===== src/rtl/core/lsa_fifo.sv =====
`timescale 1ns / 1ps
module lsa_fifo #(
  parameter int W = 34
) (
  input  logic         clk,
  input  logic         rst_n,
  input  logic         push,
  input  logic [W-1:0] wr_data,
  output logic         full,
  input  logic         pop,
  output logic [W-1:0] rd_data,
  output logic         empty
);

  logic [W-1:0] mem_r [2];
  logic         wp_r;
  logic         rp_r;
  logic [1:0]   cnt_r;
  logic         do_push;
  logic         do_pop;

  assign full    = (cnt_r == 2'd2);
  assign empty   = (cnt_r == 2'd0);
  assign rd_data = mem_r[rp_r];
  assign do_push = push & ~full;
  assign do_pop  = pop & ~empty;

  always_ff @(posedge clk) begin
    if (do_push) begin
      mem_r[wp_r] <= wr_data;
    end
  end

  always_ff @(posedge clk) begin
    if (!rst_n) begin
      wp_r  <= 1'b0;
      rp_r  <= 1'b0;
      cnt_r <= 2'd0;
    end else begin
      if (do_push) begin
        wp_r <= ~wp_r;
      end
      if (do_pop) begin
        rp_r <= ~rp_r;
      end
      case ({do_push, do_pop})
        2'b10:   cnt_r <= cnt_r + 2'd1;
        2'b01:   cnt_r <= cnt_r - 2'd1;
        default: cnt_r <= cnt_r;
      endcase
    end
  end

endmodule


===== config.mk =====
export PLATFORM = sky130hd
export DESIGN_NAME = lsa_fifo
export DESIGN_NICKNAME = d
export VERILOG_FILES = /design/src/rtl/core/lsa_fifo.sv
export SDC_FILE = /design/constraint.sdc
export NUM_CORES = 1
export LEC_CHECK = 0
export ABC_AREA = 1
export BUFFER_PORTS_ARGS = -buffer_cell sky130_fd_sc_hd__buf_2
export CORE_MARGIN = 2
export CORE_UTILIZATION = 35
export CTS_CLUSTER_DIAMETER = 50
export DETAILED_ROUTE_END_ITERATION = 6
export GPL_TIMING_DRIVEN = 0
export PLACE_DENSITY = 0.64
export SETUP_SLACK_MARGIN = 0.4
export SYNTH_ARGS = -nofsm -noshare
export SYNTH_HDL_FRONTEND = slang
export SYNTH_SLANG_ARGS = --single-unit

===== constraint.sdc =====
create_clock -name clk -period 3 [get_ports clk]
set_input_delay 0.6 -clock clk [delete_from_list [all_inputs] [get_ports clk]]
set_output_delay 0.6 -clock clk [all_outputs]
set_load 0.01 [all_outputs]

* Yosys cells after proc, flatten, opt, wreduce, memory -nomap -nowiden
Memory sizes are Yosys's and may differ from the RTL's. A register that Yosys moved wholly into a read port is not among the register bits.
Cells that the tools add are included.
W data, S select, Z words.
** Storage, ports and cells
- Register bits :: 4
- Memory bits (writable) :: 68
- Input port bits :: 38
- Output and inout bits :: 36
- Logic and storage cells :: 22
- Memories kept :: 1
** Memories
- mem_r :: depth 2, width 34, rd ports 1, clocked after memory_dff 1, write ports 1, RTL line 15 : logic [W-1:0] mem_r [2];
** Cells by class
- Add/sub/neg operators :: 2
- Equality and inequality tests :: 3
- Muxes and demuxes :: 5
- Bitwise operators :: 6
- Reductions and logical operators :: 2
** Operators with widths (count)
- $eq A2 B2 Y1 const B :: 2
- $mux W1 :: 4
- $not A1 Y1 :: 4
- $pmux W2 S2 :: 1
- $add A2 B1 Y2 const B :: 1
- $and A1 B1 Y1 :: 2
- $eq A2 B1 Y1 const B :: 1
- $logic_not A2 Y1 :: 1
- $reduce_bool A2 Y1 :: 1
- $sub A2 B1 Y2 const B :: 1

* Longest topological paths before layout
- Word-level depth :: 5
- Mapped depth :: 10
- Mapped depth without buffers :: 10

* Worst setup path before layout
OpenSTA, ideal clock, no wires.
- Kind :: input-to-reg
- Start :: input push
- End :: memory mem_r[0][0] (enable)
- Setup time :: 0.425 ns
- Arrival :: 2.287 ns
- Data required time :: 2.575 ns
- Setup slack :: 0.288 ns
- Stages on the path :: 4
- Buffers on the path :: 0
- Cells stage by stage :: inv_1 > nor2_1 > inv_1 > nor2_1
** Between the ends
- Cells in the longest elaborated chain, start to end :: 3
** Ends and longest elaborated chain
- start, declared :: RTL line 7 : input logic push,
- $and A1 B1 Y1 :: RTL line 25 : assign do_push = push & ~full;
- $mux W1 :: RTL line 29 : if (do_push) begin
- $mux W1 (not written as such) :: RTL line 30 : mem_r[wp_r] <= wr_data;
- end, declared :: RTL line 15
Every way passes these cells.

==> run summary <==
Post-placement setup slack: 926 ps
CP max FO: 10
Die span in x: 94.4 µm
Final non-filler cell total: 339
Die area: 8900 µm²
Worst Path Arrival: 1420 ps
Starting Density: 0.366
Wirelength per Cell: 13.6 µm
Clk_lat worst skew: 330 ps
H-tree depth: 3
Wl on met1: 1930 µm
Largest net degree at the start of global routing: 23
Library cells used by synthesis: 16
CP Capture Point: rd_data[3]
Xor/xnor share of the synthesized area: 0
HP Start: wr_data[14]
Sink Count: 73
Gr usage total: 0.110
Fin crit period: 2020 ps
Hold path cells: 1
CTS tree: built
Final net count: 271
Antenna diodes: 0
Via density: 4.28
IO Port Bufs: 73
Setup ws final: 981 ps
Highest Signal Layer: met4
Synth Area per Inst: 19.6 µm²
Slew @ Worst Pin: 624 ps
Hold Buf Count CTS: 0
Final Cell Area: 3650 µm²
Crit Path Class: flip-flop to primary output
Hold Fails Final Rpt: 0
# fillers: 698
Post-Synthesis Cells: 146
Hold WC Path Type: primary input to flip-flop
Post_cts resized: 0
Syn nets: 185
Via count: 1450
Yosys Warn Count: 0
Placed inst area: 3410 µm²
Overflow after GRT: 0
Multiplexer share of the synthesized area: 0.173
Num CTS Buffers: 9
FF+latch count, synth: 73
Ratio of cells with drive above 1 in the final layout: 0.549
Max-slew violations: 0
DR pass1 iterations: 4
Worst r2r path cells: 5
WL met2: 2360 µm
First-pass GRT wire length: 7020 µm
Slew HR: 0.584
Synth Area in Adders: 0.00438
Status: complete, no violations
Fmax achieved: 495 MHz
Crit Reg-Reg Startpoint: cnt_r[0]
DRC Markers: 0
Register Area: 2140 µm²
Largest family of logic cells by synthesized area: multiplexers
Crit path launch type: flip-flop
Compound-Gate Fraction of Synth Area: 0.00350
Layout Skew: 7.36 ps
Final GP Congestion: 0.743
Detail Placement HPWL: 3200 µm
DRT Wirelength: 4600 µm
Met3 WL post-DR: 226 µm
Setup violators final: 0
Reg2Reg Setup Slack: 1230 ps
Area of the multi-input gates: 618 µm²
Core Area: 7810 µm²
Crit path required time: 2400 ps
Kind of end point of the critical path: primary output
Seq/Total Area, Yosys: 0.750
Clk slew on worst S/H paths: 80 ps
Die height: 94.4 µm
Synth Cell Area: 2860 µm²
Placed insts: 323
Layout area overhead: 27.7%
Pwr/cell area: 768 nW/µm²
Final TNS setup: 0 ps
Post-synthesis simple-gate area fraction: 0.0324
Lkg Pwr: 1.47 nW
Io pins: 74
Initial antenna violation count: 0
Root Driver: clkbuf_8
Num rows: 32
Hold WS: 446 ps
VDD IR max: 0.000412 V
Number of global-route vias before repair: 1516
End of the worst register-to-register path: mem_r[1][25]
Post-route ant nets: 0
RSZ-0062 raised after global routing: no
# Post-CTS Setup Buffers: 0
Maxcap violations: 0
Final period util: 0.673
Clock Tree Buf Depth: 2
Iteration-0 DRC Markers: 48
==> cells in the final DEF (no fill, tap or decap) <==
cell type / instances
buf_6: 1
nand3_1: 1
a21oi_1: 1
mux2_4: 30
buf_2: 73
inv_1: 8
bufinv_16: 3
ha_1: 1
clkinv_4: 1
nand4_1: 1
nor2_1: 11
buf_16: 2
edfxtp_1: 68
dfxtp_1: 5
nor2_2: 1
o21ai_0: 1
inv_2: 1
nor2_4: 1
nand2_1: 8
clkbuf_8: 9
clkinv_2: 1
clkbuf_1: 2
mux2_2: 4
buf_12: 3
==> registers in the layout, summed over array words and instances (netlist names), named ones only <==
signal / cells
mem_r: 68
wp_r: 1
cnt_r: 2
rp_r: 1
==> worst min path at each step <==
stage / end / slack [ps]
floorplan: flip-flop / 450
global placement: rp_r / 470
detailed placement: cnt_r[1] / 500
CTS: mem_r[1][14] / 430
global route: mem_r[1][15] / 420
finish: mem_r[1][14] / 450
==> metal layers <==
metal	global-route usage	vias up
li1	-	716
met1	0.122	683
met2	0.189	45
met3	0.0279	6
met4	0.0688	0
met5	0	-
==> critical path, stage by stage, from the launching register on <==
cell and delay, ps:
dfxtp_1 330, buf_6 150, buf_12 160, mux2_4 300, buf_2 140
==> cells in the mapped netlist <==
library cell  count  area, µm²
edfxtp_1         68       2040
mux2_4           30        450
nor2_1           12       45.0
inv_1             8       30.0
nand2_1           8       30.0
dfxtp_1           5        100
mux2_2            4       45.0
buf_12            3       60.1
a21oi_1           1       5.00
buf_6             1       11.3
ha_1              1       12.5
inv_2             1       3.75
nand3_1           1       5.00
nand4_1           1       6.26
nor2_2            1       6.26
o21ai_0           1       5.00
==> per-stage QoR <==
stage	total power, mW	util
final	2.80	0.467
after global routing	2.94	0.467
after CTS	2.85	0.467
after detailed placement	1.94	0.437
after global placement	1.91	0.429
after floorplan	1.72	-
==> final cells by class <==
class,instances,area share
inverters,9,0.00926
plain buffers,4,0.0195
repair buffers,75,0.115
well taps,102,0.0350
flip-flops and latches,73,0.587
clock buffers,11,0.0360
clock inverters,5,0.0285
multi-input cells,60,0.169
==> kinds of logic (layout without fill, tap and decap cells) <==
kind of cell,count (synthesis),after routing
and+or+nand+nor,23,23
buffers and inverters,13,104
AOI/OAI and AO/OA,2,2
adders and majority gates,1,1
DFF,73,73
muxes,34,34
==> power by group <==
group	switching, mW	internal (mW)	total (mW)
Combinational	0.300	0.330	0.630
Clock	0.340	0.553	0.893
Sequential	0.0335	1.24	1.28
Total	0.673	2.13	2.80
No activity file was read; power rests on OpenSTA's default activity.
