`src/rtl/core/lsa_pkg.sv`:
```
`timescale 1ns / 1ps
package lsa_pkg;

  localparam int TS_W   = 48;
  localparam int CNT_W  = 32;
  localparam int TIME_W = 32;
  localparam int SUM_W  = 64;
  localparam int MEAN_W = 48;
  localparam int CH_W   = 2;
  localparam int NUM_CH = 3;

  typedef logic [CH_W-1:0] lsa_ch_t;

  localparam lsa_ch_t CH_PROG_TMO   = 2'd0;
  localparam lsa_ch_t CH_PROG_NOTMO = 2'd1;
  localparam lsa_ch_t CH_TRIG       = 2'd2;

  localparam logic REQ_PROGRESS = 1'b0;
  localparam logic REQ_TRIGGER  = 1'b1;
  localparam logic PHASE_START  = 1'b0;
  localparam logic PHASE_END    = 1'b1;

  // Status of the mean divider as seen by the back end
  typedef struct packed {
    logic busy;
    logic done;
    logic ovf;
  } lsa_div_stat_t;

endpackage

```
`src/rtl/core/lsa_front.sv`:
```
`timescale 1ns / 1ps
module lsa_front #(
  parameter int SAMPLE_WIDTH = 32
) (
  input  logic                      clk,
  input  logic                      rst_n,
  input  logic                      in_push,
  input  logic                      in_req_type,
  input  logic                      in_phase,
  input  logic [lsa_pkg::TS_W-1:0]  in_timestamp,
  input  logic                      in_with_timeout,
  output logic                      in_full,
  input  logic                      q_full,
  output logic                      q_push,
  output lsa_pkg::lsa_ch_t          q_ch,
  output logic [SAMPLE_WIDTH-1:0]   q_dur
);
  import lsa_pkg::*;

  logic [TS_W-1:0] start_r [2];
  logic            accept;
  logic [TS_W-1:0] diff;

  assign in_full = q_full;
  assign accept  = in_push & ~q_full;

  // Elapsed ticks wrap at the timestamp width, then clamp to the sample width
  assign diff  = in_timestamp - start_r[in_req_type];
  assign q_dur = ((diff >> SAMPLE_WIDTH) != '0) ? '1 : SAMPLE_WIDTH'(diff);

  assign q_ch = (in_req_type == REQ_TRIGGER) ? CH_TRIG :
                (in_with_timeout ? CH_PROG_TMO : CH_PROG_NOTMO);

  assign q_push = accept & (in_phase == PHASE_END);

  always_ff @(posedge clk) begin
    if (!rst_n) begin
      start_r[0] <= '0;
      start_r[1] <= '0;
    end else if (accept && in_phase == PHASE_START) begin
      start_r[in_req_type] <= in_timestamp;
    end
  end

endmodule

```
`config.mk`:
```
export PLATFORM = sky130hd
export DESIGN_NAME = lsa_front
export DESIGN_NICKNAME = d
export VERILOG_FILES = /design/src/rtl/core/lsa_pkg.sv /design/src/rtl/core/lsa_front.sv
export SDC_FILE = /design/constraint.sdc
export NUM_CORES = 1
export LEC_CHECK = 0
export CAP_MARGIN = 20
export CORE_MARGIN = 5
export CORE_UTILIZATION = 25
export DETAILED_ROUTE_END_ITERATION = 8
export DONT_BUFFER_PORTS = 1
export GPL_TIMING_DRIVEN = 0
export HOLD_SLACK_MARGIN = 0.05
export SETUP_SLACK_MARGIN = 0.5
export SLEW_MARGIN = 30
export SYNTH_ARGS = -nofsm -noshare
export SYNTH_HDL_FRONTEND = slang
export SYNTH_SLANG_ARGS = --single-unit
```
`constraint.sdc`:
```
create_clock -name clk -period 19.1 [get_ports clk]
set_input_delay 3.82 -clock clk [delete_from_list [all_inputs] [get_ports clk]]
set_output_delay 3.82 -clock clk [all_outputs]
set_load 0.05 [all_outputs]
```
Yosys cells after proc, flatten, opt, wreduce, memory -nomap -nowiden --
Memories as Yosys holds them, arrays and structs flattened. Index checks and enable logic that the tools add are counted.
Operators by class: reductions and logical operators 3, bitwise gates (word level) 4, mux-type cells 10, add/sub/neg operators 1
Operators by type and width (count):
- $mux W48 | 1
- $reduce_bool A48 Y1 | 1
- $reduce_or A48 Y1 | 1
- $sub A48 B48 Y48 | 1
- $mux W32 | 1
- $mux W1 | 7
- $and A1 B1 Y1 | 2
- $mux W2 | 1
- $not A1 Y1 | 2
- $logic_and A1 B1 Y1 | 1
Storage, ports and cells: output and inout port bits 36, memories 1, bits of input ports 55, word-level logic and storage cells 19, register bits 0, memory bits (writable) 96
Memories:
- start_r | words 2, bits a word 48, read ports 1, clocked after Yosys merged registers in 0, write ports 2, line lsa_front.sv:20 | logic [TS_W-1:0] start_r [2];

Logic depth before layout (Yosys ltp) --
depth in word-level cells 8, depth in mapped cells 17, gate-level depth less buffers 13

Least setup slack after synthesis --
OpenSTA, ideal clock, no wires.
kind input -> output, from in in_req_type, to out q_dur[27], required time 15.280 ns, buffers on the path 5, setup slack 7.197 ns, cell stages on the path 16, arrival 8.083 ns, cells stage by stage clkbuf_1 > clkbuf_1 > clkbuf_1 > mux2i_1 > ha_1 > buf_4 > nand4_1 > or3_4 > o21a_1 > or2_1 > and4b_4 > or4_1 > and4_4 > nor4_4 > buf_6 > nand4b_1
Between the ends: longest elaborated chain between the ends 4
Ends and longest elaborated chain:
- from (decl) | line lsa_front.sv:8 | input logic in_req_type,
- $mem_v2 Z2 W48 (*)
- $sub A48 B48 Y48 (*) | line lsa_front.sv:28 | assign diff = in_timestamp - start_r[in_req_type];
- $reduce_bool A48 Y1 | line lsa_front.sv:29 | assign q_dur = ((diff >> SAMPLE_WIDTH) != '0) ? '1 : SAMPLE_WIDTH'(diff);
- $mux W32 (*) | line lsa_front.sv:29
- to (decl) | line lsa_front.sv:16 | output logic [SAMPLE_WIDTH-1:0] q_dur
Every way passes the cells marked *; elsewhere a longest branch is shown, timed or not.

Worst setup path after layout --
from in in_req_type, to out q_dur[29]
The elaborated chain is that of the path after synthesis.

==> impl_results.md <==
- Floorplan row count: 62
- Gate family responsible for the most delay along the worst path: buffers and inverters
- Number of nets in the layout: ~850
- Residual overflow from global routing: 0
- Number of design rule violations left after detail routing: 0
- Maximum vdd drop: 0.0308 mV
- Startpoint-to-endpoint class of the critical path: in -> out
- Dominant register cell in the synthesized netlist: edfxtp_1
- Layout cell share with drive strength beyond 1: 0.0624
- Max-capacitance violation count: 0
- Ranking of synthesized cells by area: edfxtp_1 (40%), ha_1 (8.4%), mux2i_1 (6.7%)
- Post-synth top area cell: edfxtp_1
- Initial Util: 0.251
- Number of buffers on the longest clock path: 2
- Chain of cells forming the critical path: clkbuf_1 > clkbuf_1 > buf_1 > mux2i_1 > ha_1 > buf_2 > nand2_1 > nor3_1 > o21ai_0 > a21oi_1 > o211ai_1 > o31ai_1 > mux2i_1 > nand4_1 > nor4_2 > clkbuf_1 > nand4_1
- Number of primary I/O pins: 91
- Layout overhead on the synthesized area: 11.3%
- Final count of pins violating max slew: 0
- Overall routed net length: 21300 um
- Average wire per cell in the routed design: about 19 um
- Max_slew headroom: 0.345
- Initial antenna violation count: 0
- Wire length of the first global-routing pass: roughly 33000 um
- Placeable core region: ~29000 um^2
- Proportion of synthesized chip area in sequential cells: 0.402
- Most frequent cells after synthesis: edfxtp_1 (96), a21oi_1 (62), and3_1 (55), nand2_1 (53), and2_1 (52)
- Leading registers by flop count: start_r (96)
- Leakage power: between 3 and 4 nW
- Post-cts gate resize count: 0
- Yosys warning count: 0
- Setup repair after global routing missed its margin: no
- Outcome: completed
- Path category of the worst min-delay check: in -> reg
- CP Data Required Time: about 15 ns
- Tightest Pin Transition: ~0.98 ns
- Max Fclk: 73.5 MHz
- Slowest stage cell, crit path: buf_1
- Post-CTS setup buffers: 0
- Number of flip-flops under the largest register name: between 90 and 100
- Drt first-iter violations: roughly 340
- Cells after synthesis: ~740
- DPL Wire Length: ~17000 um
- Hold violation total from the final report: 0
- Post-Synthesis Net Count: ~840
- Ys async rst share: 0
- Finished Core Util: 0.280
- Detailed-route via count: between 5000 and 6000
- Mean cell area of the mapped netlist: roughly 9.8 um^2
- Diode insertion count for antenna repair: 0
- CTS root buf: clkbuf_16
- Clock Sink Count: between 90 and 100
- Sort of element at the end of the critical path: output port
- Minimum clock period after layout: 13.60 ns
- Aggregate global-route resource usage: 0.129
- Number of enable flip-flop cells after synthesis: 96
- Routability-driven placement congestion ratio: about 0.89
- Ratio of final minimum period to clock period: 0.712
- Setup violations, final: 0
- Critical path arrival: between 9 and 10 ns
- Type of origin of the critical path: input pin
- Largest fanout of any net on the critical path: 10
- Antenna violation net count after detailed routing: 0
- Pin count of the biggest net entering global routing: 27
- Clock edge transition at the registers on the reported setup and hold paths: around 0.070 ns
- Vias per cell: about 5
- Cell with the most instances after synthesis: edfxtp_1
- Total negative setup slack: 0 ns
- Hold buffer count at CTS: 0
- Port bufs: 0
- Library cells used by synthesis: 61
- Number of iterations in the first detailed-routing pass: 5
- Register ranked first by flip-flop count: start_r
- DIE AREA: between 30000 and 40000 um^2
- Total power density per cell area: ~75 nW/um^2
- Slowest Stage Delay on Critical Path: 0.78 ns
- Die height: about 180 um
- Cell seen most often among critical-path stages: clkbuf_1
- Post-synthesis cell area: between 7000 and 8000 um^2
- Horizontal die dimension: between 150 and 200 um
- TritonCTS clock tree: built
- Number of global-route vias before repair: 5491
- CTS buffer count: 9
- Share of the synthesized area in the top cell type: 0.402
- Deepest level of the CTS H-tree: 3
- Number of synthesized register bits: 96
- Buffering stage count on the worst path with inverters included: 5
## layout by cell type, fill, tap and decap left out, types with 3 or more instances in the layout
master / synthesis / routed
inv_1: 14 / 14
o211ai_1: 4 / 4
a21oi_1: 62 / 62
nor2_1: 36 / 36
xor2_1: 19 / 19
nand3_1: 10 / 10
o21bai_1: 5 / 5
o21ai_1: 5 / 5
edfxtp_1: 96 / 96
buf_6: 3 / 3
mux2i_1: 48 / 48
a211oi_1: 5 / 5
nand4_1: 37 / 37
a31oi_1: 3 / 3
buf_4: 4 / 4
o21a_1: 9 / 9
and2_1: 52 / 52
ha_1: 48 / 48
o21ai_0: 36 / 36
o31ai_1: 3 / 3
xnor2_1: 20 / 20
a211o_1: 3 / 3
clkbuf_2: 0 / 3
clkbuf_1: 30 / 29
a21o_1: 10 / 10
and3_1: 55 / 55
nand2_1: 53 / 52
a21boi_0: 3 / 3
buf_2: 5 / 5
nand2b_1: 8 / 7
clkbuf_16: 0 / 9
nor3_1: 10 / 10
## final timing paths
| kind | startpoint | endpoint | slack (ns) | cells past startpoint |
|---|---|---|---|---|
| hold / removal | in_timestamp[41] | start_r[0][41] | 3.66 | 1 |
| setup / recovery | in_req_type | q_dur[29] | 5.50 | 17 |
## layer usage
layer  up-vias  track usage  part of all wire
met3        14       0.0435             0.080
met4         0       0.0311             0.012
met5         -            0                 0
met2       152        0.201              0.45
li1       2773            -                 -
met1      2735        0.173              0.46
## per-stage QoR
stage | cell area, um^2 | hold WS (ns) | std cells | setup WS [ns] | power [mW]
floorplan | 7180 | 4.02 | 735 | 7.20 | 0.391
global placement | 7660 | 4.02 | 1119 | 5.54 | 0.429
detailed placement | 7720 | 4.02 | 1121 | 5.54 | 0.432
CTS | 7990 | 3.65 | 1137 | 5.53 | 0.600
global route | 7990 | 3.65 | 1137 | 5.10 | 0.631
finish | 7990 | 3.66 | 1137 | 5.50 | 0.599
## logic make-up after synthesis
group / Yosys count / share of synthesized area
XOR/XNOR: 39 / 0.0476
buffers and inverters: 57 / 0.0359
adder cells (fa/ha/maj): 49 / 0.0864
flip-flops: 96 / 0.402
AND/OR/NAND/NOR: 281 / 0.220
AO/OA/AOI/OAI: 163 / 0.138
multiplexers: 50 / 0.0701
## where the power goes
group | total (mW) | internal (mW) | switching (mW)
sequential | 0.248 | 0.245 | 0.00326
clock | 0.169 | 0.0882 | 0.0809
combinational | 0.182 | 0.0693 | 0.112
## area by class of cell
type / instances / area [um^2]
plain buffers: 43 / 209
clock buffers: 11 / 233
clock inverters: 5 / 33.8
fillers: 3088 / 20600
inverters: 14 / 52.6
multi-input cells: 582 / 4060
flip-flops and latches: 96 / 2880
well taps: 384 / 480
repair buffers: 2 / 40.0
No activity file was read; power rests on OpenSTA's default activity.
