## config.mk

```make
export PLATFORM = sky130hd
export DESIGN_NAME = lsa_div
export DESIGN_NICKNAME = d
export VERILOG_FILES = /design/src/rtl/core/lsa_pkg.sv /design/src/rtl/core/lsa_div.sv
export SDC_FILE = /design/constraint.sdc
export NUM_CORES = 1
export LEC_CHECK = 0
export ABC_AREA = 1
export BUFFER_PORTS_ARGS = -buffer_cell sky130_fd_sc_hd__clkbuf_2
export CAP_MARGIN = 5
export CORE_UTILIZATION = 44
export DETAILED_ROUTE_END_ITERATION = 6
export GPL_TIMING_DRIVEN = 0
export MAX_ROUTING_LAYER = met4
export SYNTH_ARGS = -nofsm -noshare
export SYNTH_HDL_FRONTEND = slang
export SYNTH_SLANG_ARGS = --single-unit
```

## constraint.sdc

```tcl
create_clock -name clk -period 4.1 [get_ports clk]
set_input_delay 0.41 -clock clk [delete_from_list [all_inputs] [get_ports clk]]
set_output_delay 0.41 -clock clk [all_outputs]
set_load 0.02 [all_outputs]
```

## src/rtl/core/lsa_pkg.sv

```systemverilog
`timescale 1ns / 1ps
package lsa_pkg;

  localparam int TS_W   = 48;
  localparam int CNT_W  = 32;
  localparam int TIME_W = 32;
  localparam int SUM_W  = 64;
  localparam int MEAN_W = 48;
  localparam int CH_W   = 2;
  localparam int NUM_CH = 3;

  typedef logic [CH_W-1:0] lsa_ch_t;

  localparam lsa_ch_t CH_PROG_TMO   = 2'd0;
  localparam lsa_ch_t CH_PROG_NOTMO = 2'd1;
  localparam lsa_ch_t CH_TRIG       = 2'd2;

  localparam logic REQ_PROGRESS = 1'b0;
  localparam logic REQ_TRIGGER  = 1'b1;
  localparam logic PHASE_START  = 1'b0;
  localparam logic PHASE_END    = 1'b1;

  // Status of the mean divider as seen by the back end
  typedef struct packed {
    logic busy;
    logic done;
    logic ovf;
  } lsa_div_stat_t;

endpackage

```

## src/rtl/core/lsa_div.sv

```systemverilog
`timescale 1ns / 1ps
module lsa_div #(
  parameter int MEAN_FRAC_BITS = 16
) (
  input  logic                        clk,
  input  logic                        rst_n,
  input  logic                        start,
  input  logic [lsa_pkg::SUM_W-1:0]   dividend,
  input  logic [lsa_pkg::CNT_W-1:0]   divisor,
  output lsa_pkg::lsa_div_stat_t      stat,
  output logic [lsa_pkg::MEAN_W-1:0]  quot
);
  import lsa_pkg::*;

  localparam int NB  = SUM_W + MEAN_FRAC_BITS;
  localparam int CTW = $clog2(NB + 1);

  logic [NB-1:0]     n_r;
  logic [CNT_W-1:0]  dv_r;
  logic [CNT_W-1:0]  rem_r;
  logic [MEAN_W-1:0] q_r;
  logic              ovf_r;
  logic [CTW-1:0]    cnt_r;
  logic              busy_r;
  logic              done_r;

  logic [CNT_W:0]    trial;
  logic [CNT_W:0]    diff;
  logic              ge;
  logic [CNT_W-1:0]  rem_nxt;

  // One restoring step a cycle over the dividend with the fraction zeros appended
  assign trial   = {rem_r, n_r[NB-1]};
  assign diff    = trial - {1'b0, dv_r};
  assign ge      = (trial >= {1'b0, dv_r});
  assign rem_nxt = ge ? diff[CNT_W-1:0] : trial[CNT_W-1:0];

  assign stat.busy = busy_r;
  assign stat.done = done_r;
  assign stat.ovf  = ovf_r;
  assign quot      = q_r;

  always_ff @(posedge clk) begin
    if (start && !busy_r) begin
      n_r   <= NB'(dividend) << MEAN_FRAC_BITS;
      dv_r  <= divisor;
      rem_r <= '0;
      q_r   <= '0;
      ovf_r <= 1'b0;
    end else if (busy_r) begin
      n_r   <= n_r << 1;
      rem_r <= rem_nxt;
      q_r   <= {q_r[MEAN_W-2:0], ge};
      // quotient bits beyond the mean width mean saturation
      ovf_r <= ovf_r | q_r[MEAN_W-1];
    end
  end

  always_ff @(posedge clk) begin
    if (!rst_n) begin
      busy_r <= 1'b0;
      done_r <= 1'b0;
      cnt_r  <= '0;
    end else begin
      done_r <= 1'b0;
      if (start && !busy_r) begin
        busy_r <= 1'b1;
        cnt_r  <= CTW'(NB);
      end else if (busy_r) begin
        cnt_r <= cnt_r - 1'b1;
        if (cnt_r == CTW'(1)) begin
          busy_r <= 1'b0;
          done_r <= 1'b1;
        end
      end
    end
  end

endmodule

```

======== After elaboration in Yosys (flattened, before gate mapping) ========
Index checks and enable logic that the tools add are counted.
cells by class
  bitwise operators ....................... 3
  magnitude comparators ................... 1
  mux-type cells .......................... 9
  reductions and logical operators ........ 5
  add/sub/neg operators ................... 2
  eq/ne operators ......................... 1
operators with widths
  kind                                                  count
  two-way mux 80 bit                                    2
  >= comparator 33 x 32 -> 1 bit                        1
  two-way mux 32 bit                                    1
  subtractor 32 bit                                     1
  two-way mux 7 bit                                     2
  equality test 7 x 1 -> 1 bit (second input constant)  1
  subtractor 7 x 1 -> 7 bit (second input constant)     1
  two-way mux 1 bit                                     4
  OR reduction 3 bit                                    1
  NOT 1 bit                                             2
  nonzero test 2 bit                                    1
  OR reduction 2 bit                                    1
  logical AND 1 bit                                     1
  zero test 1 bit                                       1
  bitwise OR 1 bit                                      1
word-level totals
  word-level logic and storage cells ...... 30
  flip-flop bits (word level) ............. 186
  output and inout port bits .............. 51
  bits of input ports ..................... 99

======== Logic depth before layout (Yosys ltp) ========
Gate-level depths: netlist of run 1.
  word-level depth ........................ 4
  mapped depth ............................ 17
  depth with buffers taken out ............ 16

======== Worst setup path after synthesis of run 1 ========
Ideal clock, no wire load.
  path type ............................... input to register
  start ................................... in start
  end ..................................... reg n_r[16], enable pin
  data required time ...................... 3.647 ns
  setup slack ............................. 0.860 ns
  stages on the path ...................... 4
  arrival ................................. 2.787 ns
  library setup time ...................... 0.453 ns
  path buffers ............................ 2
  cell sequence ........................... nor2_1 -> inv_1 -> clkbuf_1 -> buf_1
between the ends
  longest elaborated chain between the ends .. 2
ends and longest elaborated chain
  element                       line           text
  start, declared               lsa_div.sv:7   input logic start,
  logical AND 1 bit             lsa_div.sv:44  if (start && !busy_r) begin
  nonzero test 2 bit (no line)  -
  end signal, assigned          lsa_div.sv:45  n_r <= NB'(dividend) << MEAN_FRAC_BITS;
  end signal, assigned          lsa_div.sv:51  n_r <= n_r << 1;
  end, declared                 lsa_div.sv:18  logic [NB-1:0] n_r;
Every way passes these cells.
A chain may end at the register's enable or synchronous reset.

======== Worst setup path after layout of run 1 ========
  start ................................... reg busy_r
  end ..................................... reg n_r[46], enable pin
between the ends
  longest elaborated chain between the ends .. 3
ends and longest elaborated chain
  element                           line           text
  start, declared                   lsa_div.sv:24  logic busy_r;
  start signal, assigned            lsa_div.sv:61  busy_r <= 1'b0;
  start signal, assigned            lsa_div.sv:67  busy_r <= 1'b1;
  start signal, assigned            lsa_div.sv:72  busy_r <= 1'b0;
  zero test 1 bit                   lsa_div.sv:44
  logical AND 1 bit                 lsa_div.sv:44
  nonzero test 2 bit (no line) (*)  -
Mark *: on every way between the ends. The rest lies on a longest branch, timed or not.

==> results of run 1 <==
-- registers in the layout, summed over array words and instances, names as in the netlist --
signal and flops:
busy_r 1, quot 48, cnt_r 7, dv_r 32
n_r 64, ovf_r 1, done_r 1, rem_r 32
-- worst paths after layout --
path	end	slack [ns]	depth (start not counted)
max	n_r[46]	1.44	5
min	dv_r[29]	0.13	1
min reg2reg	rem_r[25]	0.47	2
max reg2reg	n_r[46]	1.44	5
-- worst max-delay path, cell delays in order (launching register included) --
cell and delay, ns:
dfxtp_1 0.42, nor2_1 0.26, inv_1 0.13, clkbuf_1 0.44, buf_2 0.75, buf_12 0.32
-- cell usage after synthesis, types with 2 or more instances --
library cell  instances  share of area [%]
edfxtp_1             96                 30
buf_4                 5               0.39
nand3b_1             20                1.5
nand2_1             499                 19
nor2_1               48                1.9
nand3_1              74                3.8
nor3_1                5               0.26
o21bai_1              3               0.23
ha_1                 34                4.4
or2_2                 2               0.13
nand3_2               3               0.31
a21oi_1              24                1.2
buf_2                 3               0.15
o21ai_0               8               0.41
clkinv_1              2              0.077
clkbuf_1             21               0.81
xnor2_1              13                1.2
buf_6                 7               0.81
buf_1                 7               0.27
o22ai_1              46                3.0
nor2_2                7               0.45
nand4_1               3               0.19
and2_1                2               0.13
o21ai_1              15               0.77
inv_1               220                8.5
nor3b_1               4               0.31
nand2_2               7               0.45
dfxtp_1              90                 19
-- where the power goes --
| group | internal, W | switching, W | leakage [nW] |
|---|---|---|---|
| clock | 0.000854 | 0.000912 | 0.304 |
| combinational | 0.000938 | 0.00161 | 3.79 |
| sequential | 0.00224 | 0.000122 | 1.69 |
| total | 0.00403 | 0.00264 | 5.78 |
-- layer usage --
layer / up-vias / wire length, um / GRT usage [%]
met1: 3731 / 10900 / 27.7
met2: 182 / 11200 / 38.2
li1: 4340 / - / -
met5: - / 0 / -
met4: 0 / 303 / 5.90
met3: 18 / 1410 / 5.48
-- kinds of logic (layout without fill, tap and decap cells) --
kind of cell    count (synthesis)  after routing  share of synthesized area [%]
compound gates                 98             98                           5.75
xor+xnor                       14             14                           1.26
simple gates                  679            679                           29.3
fa+ha+maj                      35             35                           4.58
buf+inv                       265            448                           11.0
flops                         186            186                           48.1
other cells                     0              1                              0
-- per-stage QoR --
stage               setup TNS [ns]  hold WS (ns)  instance area [um2]
floorplan                        0         0.438                 9730
global placement            -47.76         0.452                10800
detailed placement               0         0.458                10900
CTS                              0         0.116                11500
global route                     0         0.115                11500
finish                           0         0.133                11500
-- cell type report --
cell class                 instances  area, um2
sequential                       186       4680
clock buffer                      17        425
inverter                         222        833
antenna                            1       2.50
multi-input combinational        826       3980
timing repair buffer             151        793
tap                              280        350
buffer                            43        239
fill                            2179      10200
clock inverter                    15        206
==> impl_metrics.yaml, run 1 <==
outcome:
  status: "completed"
cells_and_area:
  area_delta_synth_final_pct: 18.3
  instances_no_fill: 1741
  mostFrequentLayoutCells: "nand2_1, inv_1, clkbuf_2"
  layout-drive-gt1-share_pct: 15.3
  final_nets: 1581
  final_util_pct: 52.9
  final_common_cell: "nand2_1"
detailed_routing:
  avgViaCountPerCell: 4.75
  final_antenna_net_count: 0
  drt_iter0_drc: 455
  wire_per_inst_um: 13.7
  vias: 8271
  drc: 0
  wirelength_um: 23800
  first_pass_iters: 5
setup_path:
  rr_startpoint: "busy_r"
  cp_max_fo: 38
  crit_path_start: "busy_r"
  cp.arrival_ns: 2.81
  endpoint_kind: "flip-flop"
  required_ns: 4.24
  start_kind: "flip-flop"
  critPathKind: "reg -> reg"
power_and_ir_drop:
  powerDensity_nw_per_um2: 580
  power_w: 0.00668
  max-vdd-ir-drop_mv: 0.355
  leakage_nw: 5.78
clock_network:
  holdBufCountCts: 0
  insertion_delay_ns: 0.45
  cts_tree: "done"
  cts-root-buf: "clkbuf_16"
  cts_resized: 0
  clock_path_buffers: 2
  htree_num_levels: 4
  cts_setup_buffers: 0
  cts-buffers-inserted: 17
  clk_pin_slew_worst_paths_ns: 0.08
  cts_sinks: 186
yosys:
  async_reset_ff_share_pct: 0
  syn_avg_cell_area_um2: 7.62
  synth_edf_count: 96
  syn_area_um2: 9730
  synth_cell_types: 37
  yosys_most_used_dff: "edfxtp_1"
  synth-seq-cells: 186
  syn_inst: 1277
  yosys_warnings: 0
  synth_fp_nets: 1411
  ys_seq_area_share_pct: 48.1
place:
  place.gp.congestion: 0.984
  place_inst: 1708
  port_buffers: 149
  place_hpwl_um: 18000
  dpl_worst_slack_ns: 1.34
sta:
  skew_ns: 0.0104
  grt_setup_unrepaired: "false"
  finalHoldViolCount: 0
  setup_violations: 0
  max_slew_margin_pct: 34.7
  layout_setup_ws_ns: 1.44
  slew_viol_final: 0
  tightest_slew_ns: 0.975
  finalCritPeriodShare_pct: 65.0
  fin_crit_ns: 2.66
  max_freq_mhz: 375
worst_hold_path:
  hp-start: "divisor[29]"
  hp-class: "in -> reg"
floorplan:
  die_h_um: 151
  ios: 150
  die_area_um2: 22700
  die-width_um: 151
  rows: 54
  start_util_pct: 44.7
  design.core.area_um2: 21800
run:
  drv_cap: 0
global_routing:
  grt_pass1_wl_um: 39000
  grt_pass1_vias: 8106
  grt_use_total_pct: 22.9
  grt_overflow_total: 0
  antenna_found_initial: 1
  grt_max_degree: 39
Power figures use the tool's default switching activity.
==> run 2, diff against run 1 <==
- ABC_AREA: 1 -> 0
- PLACE_DENSITY: unset -> 0.67
- clock period: 4.1 -> 2.4 ns (I/O delays scaled with it)
==> impl_metrics.yaml, run 2 <==
global_routing:
  grt_use_met2_pct: 34.0
  grt_pass1_wl_um: 34100
  grt_use_total_pct: 21.7
  antenna_found_initial: 0
  grt_max_degree: 36
  use_met3_pct: 5.60
  top_usage_layer: "met2"
  use_met1_pct: 27.5
  grt_overflow_total: 0
  grt_pass1_vias: 6865
power_and_ir_drop:
  sw_frac_of_total_pct: 35.5
  p_clk_share_pct: 23.8
  p_comb_share_pct: 41.4
  p_int_w: 0.00765
  powerDensity_nw_per_um2: 1010
  power_w: 0.0119
  leakage_nw: 4.86
  switchingPower_w: 0.00422
  p_seq_share_pct: 34.7
  max-vdd-ir-drop_mv: 0.611
yosys:
  synth_most_common_cell: "nand2_1"
  ys_seq_area_share_pct: 52.7
  yosys_most_used_dff: "edfxtp_1"
  synth_cell_types: 62
  synth-seq-cells: 186
  async_reset_ff_share_pct: 0
  yosys_warnings: 0
  synth_fp_nets: 991
  ys_top_cells_by_count: "nand2_1, edfxtp_1, dfxtp_1"
  syn_inst: 857
  yosys.area.top_type: "edfxtp_1"
  syn_area_um2: 8880
  synth_edf_count: 96
  netlist.area_leader.share_pct: 32.5
  syn_avg_cell_area_um2: 10.4
  synth_area_leaders: "edfxtp_1, dfxtp_1, mux2_2"
setup_path:
  critPathKind: "reg -> reg"
  endpoint_kind: "flip-flop"
  cp_max_fo: 3
  cp.arrival_ns: 3.12
  required_ns: 2.72
  start_kind: "flip-flop"
  r2r_cells: 11
  r2r_slack_ns: -0.40
  reg2reg_to: "rem_r[23]"
  rr_startpoint: "dv_r[4]"
sta:
  grt_setup_unrepaired: "true"
  fin_crit_ns: 2.80
  max_slew_margin_pct: 51.4
  setup_violations: 33
  finalSetupTns_ns: -10.43
  max_freq_mhz: 358
  layout_setup_ws_ns: -0.395
  skew_ns: 0.0177
  finalHoldViolCount: 0
  tightest_slew_ns: 0.729
  slew_viol_final: 0
  finalCritPeriodShare_pct: 116
cells_and_area:
  final_common_cell: "clkbuf_2"
  fin_area_um2: 11800
  layout-drive-gt1-share_pct: 34.5
  final_nets: 1210
  largest_register_ffs: 64
  final_util_pct: 59.8
  mostFrequentLayoutCells: "clkbuf_2, nand2_1, edfxtp_1"
  top_register: "n_r"
  area_delta_synth_final_pct: 32.4
  antenna_cells: 0
  instances_no_fill: 1354
floorplan:
  rows: 51
  die-width_um: 144
  ios: 150
  start_util_pct: 45.2
  die_h_um: 144
  design.core.area_um2: 19700
  die_area_um2: 20800
clock_network:
  clock_path_buffers: 2
  htree_num_levels: 4
  cts-buffers-inserted: 17
  cts-root-buf: "clkbuf_16"
  clk_pin_slew_worst_paths_ns: 0.08
  insertion_delay_ns: 0.44
  cts_tree: "done"
  cts_sinks: 186
detailed_routing:
  drt_iter0_drc: 451
  avgViaCountPerCell: 5.28
  vias: 7153
  wirelength_um: 21700
  final_antenna_net_count: 0
  first_pass_iters: 5
  drc: 0
  wire_per_inst_um: 16.0
place:
  placed_area_um2: 10100
  place.gp.congestion: 0.887
  place_inst: 1273
  place_hpwl_um: 14800
  port_buffers: 149
worst_hold_path:
  hold_depth: 2
  hp-start: "rst_n"
  min_to: "done_r"
  hp-class: "in -> reg"
outcome:
  status: "finished with violations"
  violations: "negative setup slack"
run:
  drv_cap: 0
run 2: changes by cell type after synthesis, moves of 42 or more:
cell and delta:
o21ai_0 +49, nand3_1 -63, o22ai_1 -42, inv_1 -178, mux2_2 +63, nand2_1 -356
run 2: worst max-delay path: stages, from the launching register on:
cell      delay, ns
edfxtp_1       0.38
inv_2          0.08
ha_4           0.21
a21o_4         0.22
a31oi_4        0.21
a311oi_2       0.14
or4_1          0.43
a21o_1         0.21
a211o_4        0.37
a41oi_2        0.16
xor2_1         0.21
o21ai_1        0.08
run 2: stage by stage:
step           worst slack [ns]  hold slack [ns]
2_1_floorplan            -0.251            0.339
3_3_place_gp             -0.861            0.418
3_5_place_dp             -0.655            0.419
4_1_cts                  -0.460           0.0587
5_1_grt                  -0.498           0.0689
6_report                 -0.395           0.0677
run 2: area by class of cell:
cell class | count | area [um2]
clock buffer | 17 | 425
fill | 1689 | 7890
inverter | 42 | 158
buffer | 42 | 254
multi-input combinational | 577 | 4310
timing repair buffer | 210 | 1430
tap | 265 | 332
clock inverter | 15 | 169
sequential | 186 | 4690
run 2: logic make-up after synthesis:
family	synth area share [%]
compound gates	15.1
xor+xnor	2.76
fa+ha+maj	5.01
buf+inv	4.18
flops	52.7
mux	8.55
simple gates	11.7
run 2: power by group through the flow:
stage	logic [W]	clock network (W)	registers [W]
after floorplan	0.00268	0	0.00407
after global placement	0.00339	0	0.00414
after detailed placement	0.00344	0	0.00414
after CTS	0.00400	0.00288	0.00409
after global routing	0.00530	0.00301	0.00417
final	0.00492	0.00283	0.00412
run 2: routing by layer:
metal | up-vias | wire length (um)
li1 | 3504 | -
met1 | 3405 | 9800
met2 | 214 | 10000
met3 | 30 | 1440
met4 | 0 | 420
met5 | - | 0
run 2: how the worst max path moves through the flow:
stage	to	cells past startpoint	startpoint	slack, ns
detailed placement	rem_r[28]	12	dv_r[7]	-0.66
finish	rem_r[23]	11	dv_r[4]	-0.40
floorplan	rem_r[3]	12	dv_r[10]	-0.25
global placement	n_r[75]	5	start	-0.86
global route	rem_r[7]	12	dv_r[10]	-0.50
CTS	rem_r[23]	11	dv_r[1]	-0.46
run 2: timing repair:
action | in CTS | in global routing
hold endpoints to repair | 32 | 0
gates cloned | 1 | 5
hold buffers | 32 | 0
pin swaps | 7 | 30
endpoints found under the setup margin | 33 | 33
gates resized for setup | 42 | 75
buffers inserted | 13 | 10
