`config.mk`:
```
export PLATFORM = sky130hd
export DESIGN_NAME = lsa_back
export DESIGN_NICKNAME = d
export VERILOG_FILES = /design/src/rtl/core/lsa_pkg.sv /design/src/rtl/core/lsa_back.sv
export SDC_FILE = /design/constraint.sdc
export NUM_CORES = 2
export LEC_CHECK = 0
export ABC_AREA = 0
export BUFFER_PORTS_ARGS = -buffer_cell sky130_fd_sc_hd__buf_2
export CAP_MARGIN = 20
export CELL_PAD_IN_SITES_DETAIL_PLACEMENT = 1
export CELL_PAD_IN_SITES_GLOBAL_PLACEMENT = 1
export CORE_ASPECT_RATIO = 0.5
export CORE_UTILIZATION = 51
export DETAILED_ROUTE_END_ITERATION = 8
export PLACE_DENSITY_LB_ADDON = 0.3
export SLEW_MARGIN = 5
export SYNTH_ARGS = -nofsm -noshare
export SYNTH_HDL_FRONTEND = slang
export SYNTH_SLANG_ARGS = --single-unit
```
`constraint.sdc`:
```
create_clock -name clk -period 23.4 [get_ports clk]
set_input_delay 4.68 -clock clk [delete_from_list [all_inputs] [get_ports clk]]
set_output_delay 4.68 -clock clk [all_outputs]
set_load 0.02 [all_outputs]
```
`src/rtl/core/lsa_pkg.sv`:
```
`timescale 1ns / 1ps
package lsa_pkg;

  localparam int TS_W   = 48;
  localparam int CNT_W  = 32;
  localparam int TIME_W = 32;
  localparam int SUM_W  = 64;
  localparam int MEAN_W = 48;
  localparam int CH_W   = 2;
  localparam int NUM_CH = 3;

  typedef logic [CH_W-1:0] lsa_ch_t;

  localparam lsa_ch_t CH_PROG_TMO   = 2'd0;
  localparam lsa_ch_t CH_PROG_NOTMO = 2'd1;
  localparam lsa_ch_t CH_TRIG       = 2'd2;

  localparam logic REQ_PROGRESS = 1'b0;
  localparam logic REQ_TRIGGER  = 1'b1;
  localparam logic PHASE_START  = 1'b0;
  localparam logic PHASE_END    = 1'b1;

  // Status of the mean divider as seen by the back end
  typedef struct packed {
    logic busy;
    logic done;
    logic ovf;
  } lsa_div_stat_t;

endpackage

```
`src/rtl/core/lsa_back.sv`:
```
`timescale 1ns / 1ps
module lsa_back #(
  parameter int SAMPLE_WIDTH   = 32,
  parameter int MEAN_FRAC_BITS = 16
) (
  input  logic                        clk,
  input  logic                        rst_n,
  input  logic                        q_empty,
  input  lsa_pkg::lsa_ch_t            q_ch,
  input  logic [SAMPLE_WIDTH-1:0]     q_dur,
  output logic                        q_pop,
  output logic                        div_start,
  output logic [lsa_pkg::SUM_W-1:0]   div_dividend,
  output logic [lsa_pkg::CNT_W-1:0]   div_divisor,
  input  lsa_pkg::lsa_div_stat_t      div_stat,
  input  logic [lsa_pkg::MEAN_W-1:0]  div_quot,
  output logic                        out_empty,
  input  logic                        out_pop,
  output lsa_pkg::lsa_ch_t            out_channel,
  output logic [lsa_pkg::CNT_W-1:0]   out_sample_count,
  output logic [lsa_pkg::TIME_W-1:0]  out_min_time,
  output logic [lsa_pkg::TIME_W-1:0]  out_max_time,
  output logic [lsa_pkg::SUM_W-1:0]   out_total_time,
  output logic [lsa_pkg::MEAN_W-1:0]  out_mean_time,
  output logic [lsa_pkg::SUM_W-1:0]   out_sq_dev_sum
);
  import lsa_pkg::*;

  localparam int SW    = SAMPLE_WIDTH;
  localparam int F     = MEAN_FRAC_BITS;
  localparam int DW    = (SW + F > MEAN_W) ? SW + F : MEAN_W;
  localparam int CHUNK = 24;
  localparam int NC    = (DW + CHUNK - 1) / CHUNK;
  localparam int MW    = NC * CHUNK;
  localparam int AW    = (2 * MW > 2 * F + SUM_W) ? 2 * MW : 2 * F + SUM_W;
  localparam int IW    = $clog2(NC);
  localparam int SHW   = $clog2(2 * NC - 1);

  typedef logic [MW:0]   ext_t;
  typedef logic [AW-1:0] acc_t;

  typedef enum logic [5:0] {
    S_IDLE = 6'b000001,
    S_DIV  = 6'b000010,
    S_MUL  = 6'b000100,
    S_DRN  = 6'b001000,
    S_FIN  = 6'b010000,
    S_EMIT = 6'b100000
  } state_t;

  state_t state_r, state_nxt;

  logic [CNT_W-1:0]  cnt_r  [NUM_CH];
  logic [SW-1:0]     min_r  [NUM_CH];
  logic [SW-1:0]     max_r  [NUM_CH];
  logic [SUM_W-1:0]  sum_r  [NUM_CH];
  logic [MEAN_W-1:0] mean_r [NUM_CH];
  logic [SUM_W-1:0]  dev_r  [NUM_CH];

  lsa_ch_t           ch_r;
  logic [SW-1:0]     d_r;
  logic [MEAN_W-1:0] oldm_r;
  logic [MW-1:0]     a_r;
  logic [MW-1:0]     b_r;
  logic              an_r;
  logic              bn_r;
  logic [IW-1:0]     i_r;
  logic [IW-1:0]     j_r;
  logic [2*CHUNK-1:0] pp_r;
  logic [SHW-1:0]    sh_r;
  logic              pp_vld_r;
  acc_t              acc_r;

  logic              out_vld_r;
  lsa_ch_t           o_ch_r;
  logic [CNT_W-1:0]  o_cnt_r;
  logic [TIME_W-1:0] o_min_r;
  logic [TIME_W-1:0] o_max_r;
  logic [SUM_W-1:0]  o_sum_r;
  logic [MEAN_W-1:0] o_mean_r;
  logic [SUM_W-1:0]  o_dev_r;

  logic [CNT_W-1:0]  cur_cnt;
  logic [SW-1:0]     cur_min;
  logic [SW-1:0]     cur_max;
  logic [SUM_W-1:0]  cur_sum;
  logic [CNT_W-1:0]  cnt_nxt;
  logic [SW-1:0]     min_nxt;
  logic [SW-1:0]     max_nxt;
  logic [SUM_W:0]    sum_ext;
  logic [SUM_W-1:0]  sum_nxt;

  logic [MEAN_W-1:0] newm;
  ext_t              dev_a;
  ext_t              dev_b;
  logic [2*CHUNK-1:0] pp_c;
  acc_t              acc_nxt;
  logic              acc_ovf;
  logic [SUM_W-1:0]  prod;
  logic [SUM_W-1:0]  cur_dev;
  logic [SUM_W:0]    dev_sum;
  logic [SUM_W-1:0]  dev_nxt;
  logic              emit_ok;

  // Sign and magnitude of (t << F) - m
  function automatic ext_t dev_mag(input logic [SW-1:0] t, input logic [MEAN_W-1:0] m);
    ext_t tf;
    ext_t mm;
    ext_t df;
    logic neg;
    tf = ext_t'(t) << F;
    mm = ext_t'(m);
    if (tf >= mm) begin
      df  = tf - mm;
      neg = 1'b0;
    end else begin
      df  = mm - tf;
      neg = 1'b1;
    end
    return {neg, df[MW-1:0]};
  endfunction

  // Count, min, max and sum of the channel at the head of the queue
  assign cur_cnt = cnt_r[q_ch];
  assign cur_min = min_r[q_ch];
  assign cur_max = max_r[q_ch];
  assign cur_sum = sum_r[q_ch];
  assign cnt_nxt = (cur_cnt == '1) ? cur_cnt : cur_cnt + 1'b1;
  assign min_nxt = (cur_cnt == '0 || q_dur < cur_min) ? q_dur : cur_min;
  assign max_nxt = (q_dur > cur_max) ? q_dur : cur_max;
  assign sum_ext = {1'b0, cur_sum} + (SUM_W + 1)'(q_dur);
  assign sum_nxt = sum_ext[SUM_W] ? '1 : sum_ext[SUM_W-1:0];

  assign q_pop        = (state_r == S_IDLE) && !q_empty;
  assign div_start    = q_pop;
  assign div_dividend = sum_nxt;
  assign div_divisor  = cnt_nxt;

  assign newm  = div_stat.ovf ? '1 : div_quot;
  assign dev_a = dev_mag(d_r, oldm_r);
  assign dev_b = dev_mag(d_r, newm);

  // One chunk product a cycle; shift and add it the cycle after
  assign pp_c    = a_r[i_r * CHUNK +: CHUNK] * b_r[j_r * CHUNK +: CHUNK];
  assign acc_nxt = acc_r + (acc_t'(pp_r) << (CHUNK * sh_r));

  assign acc_ovf = |(acc_r >> (2 * F + SUM_W));
  assign prod    = acc_ovf ? '1 : acc_r[2 * F +: SUM_W];
  assign cur_dev = dev_r[ch_r];
  assign dev_sum = {1'b0, cur_dev} + {1'b0, prod};
  assign dev_nxt = (an_r != bn_r) ? ((cur_dev >= prod) ? cur_dev - prod : '0) :
                   (dev_sum[SUM_W] ? '1 : dev_sum[SUM_W-1:0]);

  assign emit_ok = !out_vld_r || out_pop;

  always_comb begin
    state_nxt = state_r;
    unique case (state_r)
      S_IDLE: if (!q_empty) state_nxt = S_DIV;
      S_DIV:  if (div_stat.done) state_nxt = S_MUL;
      S_MUL:  if (i_r == IW'(NC - 1) && j_r == IW'(NC - 1)) state_nxt = S_DRN;
      S_DRN:  state_nxt = S_FIN;
      S_FIN:  state_nxt = S_EMIT;
      S_EMIT: if (emit_ok) state_nxt = S_IDLE;
      default: state_nxt = S_IDLE;
    endcase
  end

  always_ff @(posedge clk) begin
    if (!rst_n) begin
      state_r <= S_IDLE;
    end else begin
      state_r <= state_nxt;
    end
  end

  always_ff @(posedge clk) begin
    if (!rst_n) begin
      for (int k = 0; k < NUM_CH; k++) begin
        cnt_r[k]  <= '0;
        min_r[k]  <= '0;
        max_r[k]  <= '0;
        sum_r[k]  <= '0;
        mean_r[k] <= '0;
        dev_r[k]  <= '0;
      end
    end else begin
      if (q_pop) begin
        cnt_r[q_ch] <= cnt_nxt;
        min_r[q_ch] <= min_nxt;
        max_r[q_ch] <= max_nxt;
        sum_r[q_ch] <= sum_nxt;
      end
      if (state_r == S_DIV && div_stat.done) begin
        mean_r[ch_r] <= newm;
      end
      if (state_r == S_FIN) begin
        dev_r[ch_r] <= dev_nxt;
      end
    end
  end

  // Working registers of the current item
  always_ff @(posedge clk) begin
    if (q_pop) begin
      ch_r   <= q_ch;
      d_r    <= q_dur;
      oldm_r <= mean_r[q_ch];
    end
    if (state_r == S_DIV && div_stat.done) begin
      an_r <= dev_a[MW];
      a_r  <= dev_a[MW-1:0];
      bn_r <= dev_b[MW];
      b_r  <= dev_b[MW-1:0];
      i_r  <= '0;
      j_r  <= '0;
      acc_r <= '0;
    end
    if (state_r == S_MUL) begin
      pp_r <= pp_c;
      sh_r <= SHW'(i_r) + SHW'(j_r);
      if (pp_vld_r) begin
        acc_r <= acc_nxt;
      end
      if (j_r == IW'(NC - 1)) begin
        j_r <= '0;
        i_r <= i_r + 1'b1;
      end else begin
        j_r <= j_r + 1'b1;
      end
    end
    if (state_r == S_DRN) begin
      acc_r <= acc_nxt;
    end
  end

  always_ff @(posedge clk) begin
    if (!rst_n) begin
      pp_vld_r <= 1'b0;
    end else begin
      pp_vld_r <= (state_r == S_MUL);
    end
  end

  // Output register: holds a result while the back end starts the next item
  always_ff @(posedge clk) begin
    if (!rst_n) begin
      out_vld_r <= 1'b0;
    end else if (state_r == S_EMIT && emit_ok) begin
      out_vld_r <= 1'b1;
    end else if (out_pop) begin
      out_vld_r <= 1'b0;
    end
  end

  always_ff @(posedge clk) begin
    if (state_r == S_EMIT && emit_ok) begin
      o_ch_r   <= ch_r;
      o_cnt_r  <= cnt_r[ch_r];
      o_min_r  <= TIME_W'(min_r[ch_r]);
      o_max_r  <= TIME_W'(max_r[ch_r]);
      o_sum_r  <= sum_r[ch_r];
      o_mean_r <= mean_r[ch_r];
      o_dev_r  <= dev_r[ch_r];
    end
  end

  assign out_empty        = ~out_vld_r;
  assign out_channel      = o_ch_r;
  assign out_sample_count = o_cnt_r;
  assign out_min_time     = o_min_r;
  assign out_max_time     = o_max_r;
  assign out_total_time   = o_sum_r;
  assign out_mean_time    = o_mean_r;
  assign out_sq_dev_sum   = o_dev_r;

endmodule

```
# Word-level counts from Yosys, hierarchy flattened
# Memories as Yosys holds them, arrays and structs flattened. A register that Yosys moved wholly into a read port is not among the register bits.
# Cells that the tools add are included.
[word_totals]
ff_bits = 354
mem_bits_rw = 816
out_inout_bits = 373
word_cells = 135
n_memories = 6
[classes]
add_sub_neg = 12
mul = 4
n_lt_le_gt_ge = 5
n_eq_ne = 12
shifts = 3
mux = 58
n_bitwise = 1
reduce_logical = 18
[memory_table]
columns = ["memory", "depth", "width", "read_ports", "rd_ports_with_merged_regs", "write_ports", "line", "text"]
rows = [
  ["dev_r", 3, 64, 1, 1, 3, "lsa_back.sv:58", "logic [SUM_W-1:0] dev_r [NUM_CH];"],
  ["sum_r", 3, 64, 2, 1, 3, "lsa_back.sv:56", "logic [SUM_W-1:0] sum_r [NUM_CH];"],
  ["mean_r", 3, 48, 2, 2, 3, "lsa_back.sv:57", "logic [MEAN_W-1:0] mean_r [NUM_CH];"],
  ["cnt_r", 3, 32, 2, 1, 3, "lsa_back.sv:53", "logic [CNT_W-1:0] cnt_r [NUM_CH];"],
  ["max_r", 3, 32, 2, 1, 3, "lsa_back.sv:55", "logic [SW-1:0] max_r [NUM_CH];"],
  ["min_r", 3, 32, 2, 1, 3, "lsa_back.sv:54", "logic [SW-1:0] min_r [NUM_CH];"],
]
[ops]
columns = ["op", "count"]
rows = [
  ["$mux 64", 6],
  ["$mux 96", 4],
  ["$mux 32", 6],
  ["$mux 48", 4],
  ["$sub 48x48->48", 4],
  ["$reduce_or 64->1", 2],
  ["$add 96x96->96", 1],
  ["$ge 48x48->1", 2],
  ["$reduce_or 32->1", 3],
  ["$shiftx 48x7->24", 2],
  ["$shl 48x7->96", 1],
  ["$add 64x32->65", 1],
  ["$add 64x64->65", 1],
  ["$ge 64x64->1", 1],
  ["$sub 64x64->64", 1],
  ["$mul 24x24->48", 1],
  ["$reduce_or 48->1", 1],
  ["$pmux 6 s6", 1],
  ["$add 32x1->32 const B", 1],
  ["$eq 32x32->1 const B", 1],
  ["$gt 32x32->1", 1],
  ["$logic_not 32->1", 1],
  ["$lt 32x32->1", 1],
  ["$mux 1", 26],
  ["other kinds (20)", 40],
]

# Longest topological paths before layout
[logic_depth]
ltp_word = 7
mapped_depth = 32
depth_no_buf = 29

# Worst setup path before layout
# No wires, ideal clock.
[synth_path]
path_type = "input to register"
from = "input port out_pop"
to = "register o_ch_r[0] (netlist: out_channel[0]) (enable)"
setup_time_ps = 945
arrival_time_ps = 16818
slack_ps = 5637
cell_stages = 2
path_cell_list = "nand2b_1 > nor2b_1"
[synth_via]
elab_chain_len = 2
[synth_lines]
columns = ["element", "line", "text"]
rows = [
  ["from (decl)", "lsa_back.sv:18", "input logic out_pop,"],
  ["$logic_or 1x1->1", "lsa_back.sv:154", "assign emit_ok = !out_vld_r || out_pop;"],
  ["$logic_and 1x1->1", "lsa_back.sv:257", "if (state_r == S_EMIT && emit_ok) begin"],
  ["to (signal assigned)", "lsa_back.sv:258", "o_ch_r <= ch_r;"],
  ["to (decl)", "lsa_back.sv:75", "lsa_ch_t o_ch_r;"],
]
# No other way between the ends.
# A chain may end at the register's enable or synchronous reset.

# Worst setup path in the final report
[layout_path]
from = "input port q_ch[0]"
to = "output port div_dividend[49] in the netlist's numbering"
[layout_via]
elab_chain_len = 3
[layout_lines]
columns = ["element", "line", "text"]
rows = [
  ["from (decl)", "lsa_back.sv:9", "input lsa_pkg::lsa_ch_t q_ch,"],
  ["$mem_v2 3x64", "n/a", ""],
  ["$add 64x32->65", "lsa_back.sv:131", "assign sum_ext = {1'b0, cur_sum} + (SUM_W + 1)'(q_dur);"],
  ["$mux 64", "lsa_back.sv:132", "assign sum_nxt = sum_ext[SUM_W] ? '1 : sum_ext[SUM_W-1:0];"],
  ["to (decl)", "lsa_back.sv:13", "output logic [lsa_pkg::SUM_W-1:0] div_dividend,"],
]
# No other way between the ends.

==> results.cfg <==
[timing]
setup_violations = 0
rsz0062_at_grt = false
layout_min_cycle_time_ps = 15000
hold_viol_final = 0
fin_crit_sh = 0.641
relSlewSlack = 0.220
skew_ps = 85.9
setup_tns_ps = 0
finalMaxSlewViolations = 0
worst_pin_slew_ps = 1170
fmax_ghz = 0.0667

[critical_path]
crit_chain = buf_8 > buf_4 > buf_12 > mux4_2 > nand2_1 > nor2_1 > and3_1 > nand3_1 > nor3_2 > and3_1 > nand3_1 > nand2_1 > mux2i_1 > inv_1 > buf_2
startpoint_type = input port
worst-setup-path-type = input port to primary output
critPathMaxFanout = 86
cp_data_arrival_time_ps = 10320
max_stage_delay_ps = 910
endpoint_kind = primary output
r2r-start = j_r
cpMaxStageDelayCell = nand3_1
cp_num_buf_inv = 5
cp_top_family = simple AND/OR/NAND/NOR gates
worstPathRequired_ps = 18720
crit_start = q_ch[0]

[clocking]
numCtsBuffers = 166
cts-root-buf = clkbuf_16
htreeDepth = 4
cts_buffer_depth = 4
post_cts.repair.setup_buffers = 0
clk_pin_slew_worst_paths_ps = 70
numClockSinks = 1700
clk_latency_ps = 890
cts_tree = done
hold_buffers = 0
cts_resized = 0

[synthesis]
synthAdderAreaFrac = 0.152
synth_compound_area_frac = 0.108
synth_mux_area_frac = 0.113
yosys.area.top_type = edfxtp_1
syn_area_um2 = 115000
synth_flop_cell = edfxtp_1
synth-simple-area-share = 0.114
syn_nets = 11700
ys.warnings.count = 0
synth-xor-area-share = 0.0227
ys_seq_area_frac = 0.434
synth-edff-count = 1593
synth_top_area_frac = 0.415
syn-instance-count = 10500
synthArstFlopShare = 0
syn_area_per_cell_um2 = 11.0
synth_cell_type_count = 104
synth_top_family_by_area = adder cells
synth_area_leaders = edfxtp_1 (42%), mux4_2 (9.4%), fa_1 (8.5%)
yosys_register_bits = 1700

[routing]
drt-total-wl_mm = 398
via_per_inst = 6.36
drtIter0Drc = 8277
vias = 87700
drt_pre_antenna_iters = 6
ant_nets = 0
drc = 0
wl_per_cell_um = 28.9

[global_routing]
grt_pass1_vias = 92500
grt-ovfl-total = 0
grt_pass1_wl_mm = 592
track_usage = 0.345
grt_max_degree = 161
antenna_found_initial = 11

[placement]
place_congestion = 0.936
port_buffers = 460
dp_hpwl_mm = 282

[floorplanning]
die_area_um2 = 228000
fp-row-count = 122
die_width_um = 674
core_area_um2 = 223000
num_io_pins = 462
die_h_um = 338
start_util = 0.517

[cells_and_area]
layout.nets = 11900
layout-drive-gt1-share = 0.140
fillCellCount = 23500
syn_to_final_growth_pct = 9.19

[hold_path]
hold_path.class = flop to flop
min_from = acc_r[13]

[outcome]
status = complete, no violations

[flow_run]
drv_cap = 0
worst reg2reg max path: cells and delay by family, from the launching register on:
kind            cells  cell delay (ps)
xor+xnor            1              150
simple gates        1              180
buf+inv             8              950
mux                 1              810
compound gates     10             2900
flops               1              330
fa+ha+maj           8             3910
kinds of logic after synthesis:
logic type	count (synthesis)
XOR/XNOR	299
AND/OR/NAND/NOR	3037
buffers and inverters	1694
flip-flops	1700
AO/OA/AOI/OAI	1942
multiplexers	693
adder cells (fa/ha/maj)	1111
cell usage after synthesis, drive strengths merged, types with 24 or more instances:
library cell	instances
a211oi	56
a21o	227
a21oi	635
a221oi	28
a31oi	79
and2	36
and3	55
buf	122
clkbuf	437
dfxtp	107
edfxtp	1593
fa	488
ha	623
inv	1132
mux2	75
mux2i	139
mux4	479
nand2	743
nand2b	60
nand3	130
nand4	94
nor2	1592
nor2b	80
nor3	95
nor4	36
o211ai	31
o21a	59
o21ai	377
o21bai	93
o22ai	43
o31ai	52
or3	24
xnor2	178
xor2	121
path summary, 6_finish.rpt:
path	endpoint	slack, ps	depth (start not counted)
worst max-delay path	div_dividend[49]	8400	15
worst min-delay path	acc_r[13]	470	2
worst max register to register	pp_r[46]	13900	29
worst min register to register	acc_r[13]	470	2
metal layers:
layer  share of wire  routed length, µm  global-route usage
met4           0.050              19700               0.154
met2            0.48             190000               0.578
met5        0.000068                 27                   0
met1            0.39             155000               0.446
met3           0.081              32300              0.0566
per-stage QoR:
stage          setup slack [ps]  utilization  instances  cell area (µm²)  hold WS, ps
6_report                   8400        0.564      13800           126000          465
5_1_grt                    8000        0.564      13800           126000          490
4_1_cts                    8400        0.564      13800           126000          469
3_5_place_dp               8530        0.540      13500           120000          453
3_3_place_gp               8630        0.540      13500           120000          442
2_1_floorplan              5640            -      10500           115000          424
final cells by class:
type,count,area [µm²],area share
multi-input combinational,7082,59000,0.469
sequential,1700,50000,0.397
clock buffer,189,4310,0.0343
inverter,1135,4260,0.0339
tap,2976,3720,0.0296
timing repair buffer,600,3440,0.0273
clock inverter,102,1040,0.00825
antenna,5,12.5,0.0000995
registers in the layout (all words and copies together), names as in the netlist, 48 cells and up, named ones only:
signal / count
dev_r: 256
sum_r: 256
mean_r: 192
cnt_r: 128
max_r: 128
min_r: 128
acc_r: 96
out_sq_dev_sum: 64
out_total_time: 64
a_r: 48
b_r: 48
oldm_r: 48
out_mean_time: 48
pp_r: 48
cells in the final DEF (no fill, tap or decap), drive strengths merged, types with 36 or more instances in the layout:
master,synthesis,routed
a211oi,56,56
a21o,227,227
a21oi,635,635
a31oi,79,79
and2,36,36
and3,55,55
buf,122,600
clkbuf,437,189
clkinv,3,72
dfxtp,107,107
edfxtp,1593,1593
fa,488,488
ha,623,623
inv,1132,1139
mux2,75,75
mux2i,139,139
mux4,479,479
nand2,743,743
nand2b,60,60
nand3,130,130
nand4,94,94
nor2,1592,1592
nor2b,80,80
nor3,95,95
nor4,36,36
o21a,59,59
o21ai,377,377
o21bai,93,93
o22ai,43,43
o31ai,52,52
xnor2,178,178
xor2,121,121
Power is not shown: default switching activity piles up to over one toggle a cycle in this logic, so the estimate is an artifact.
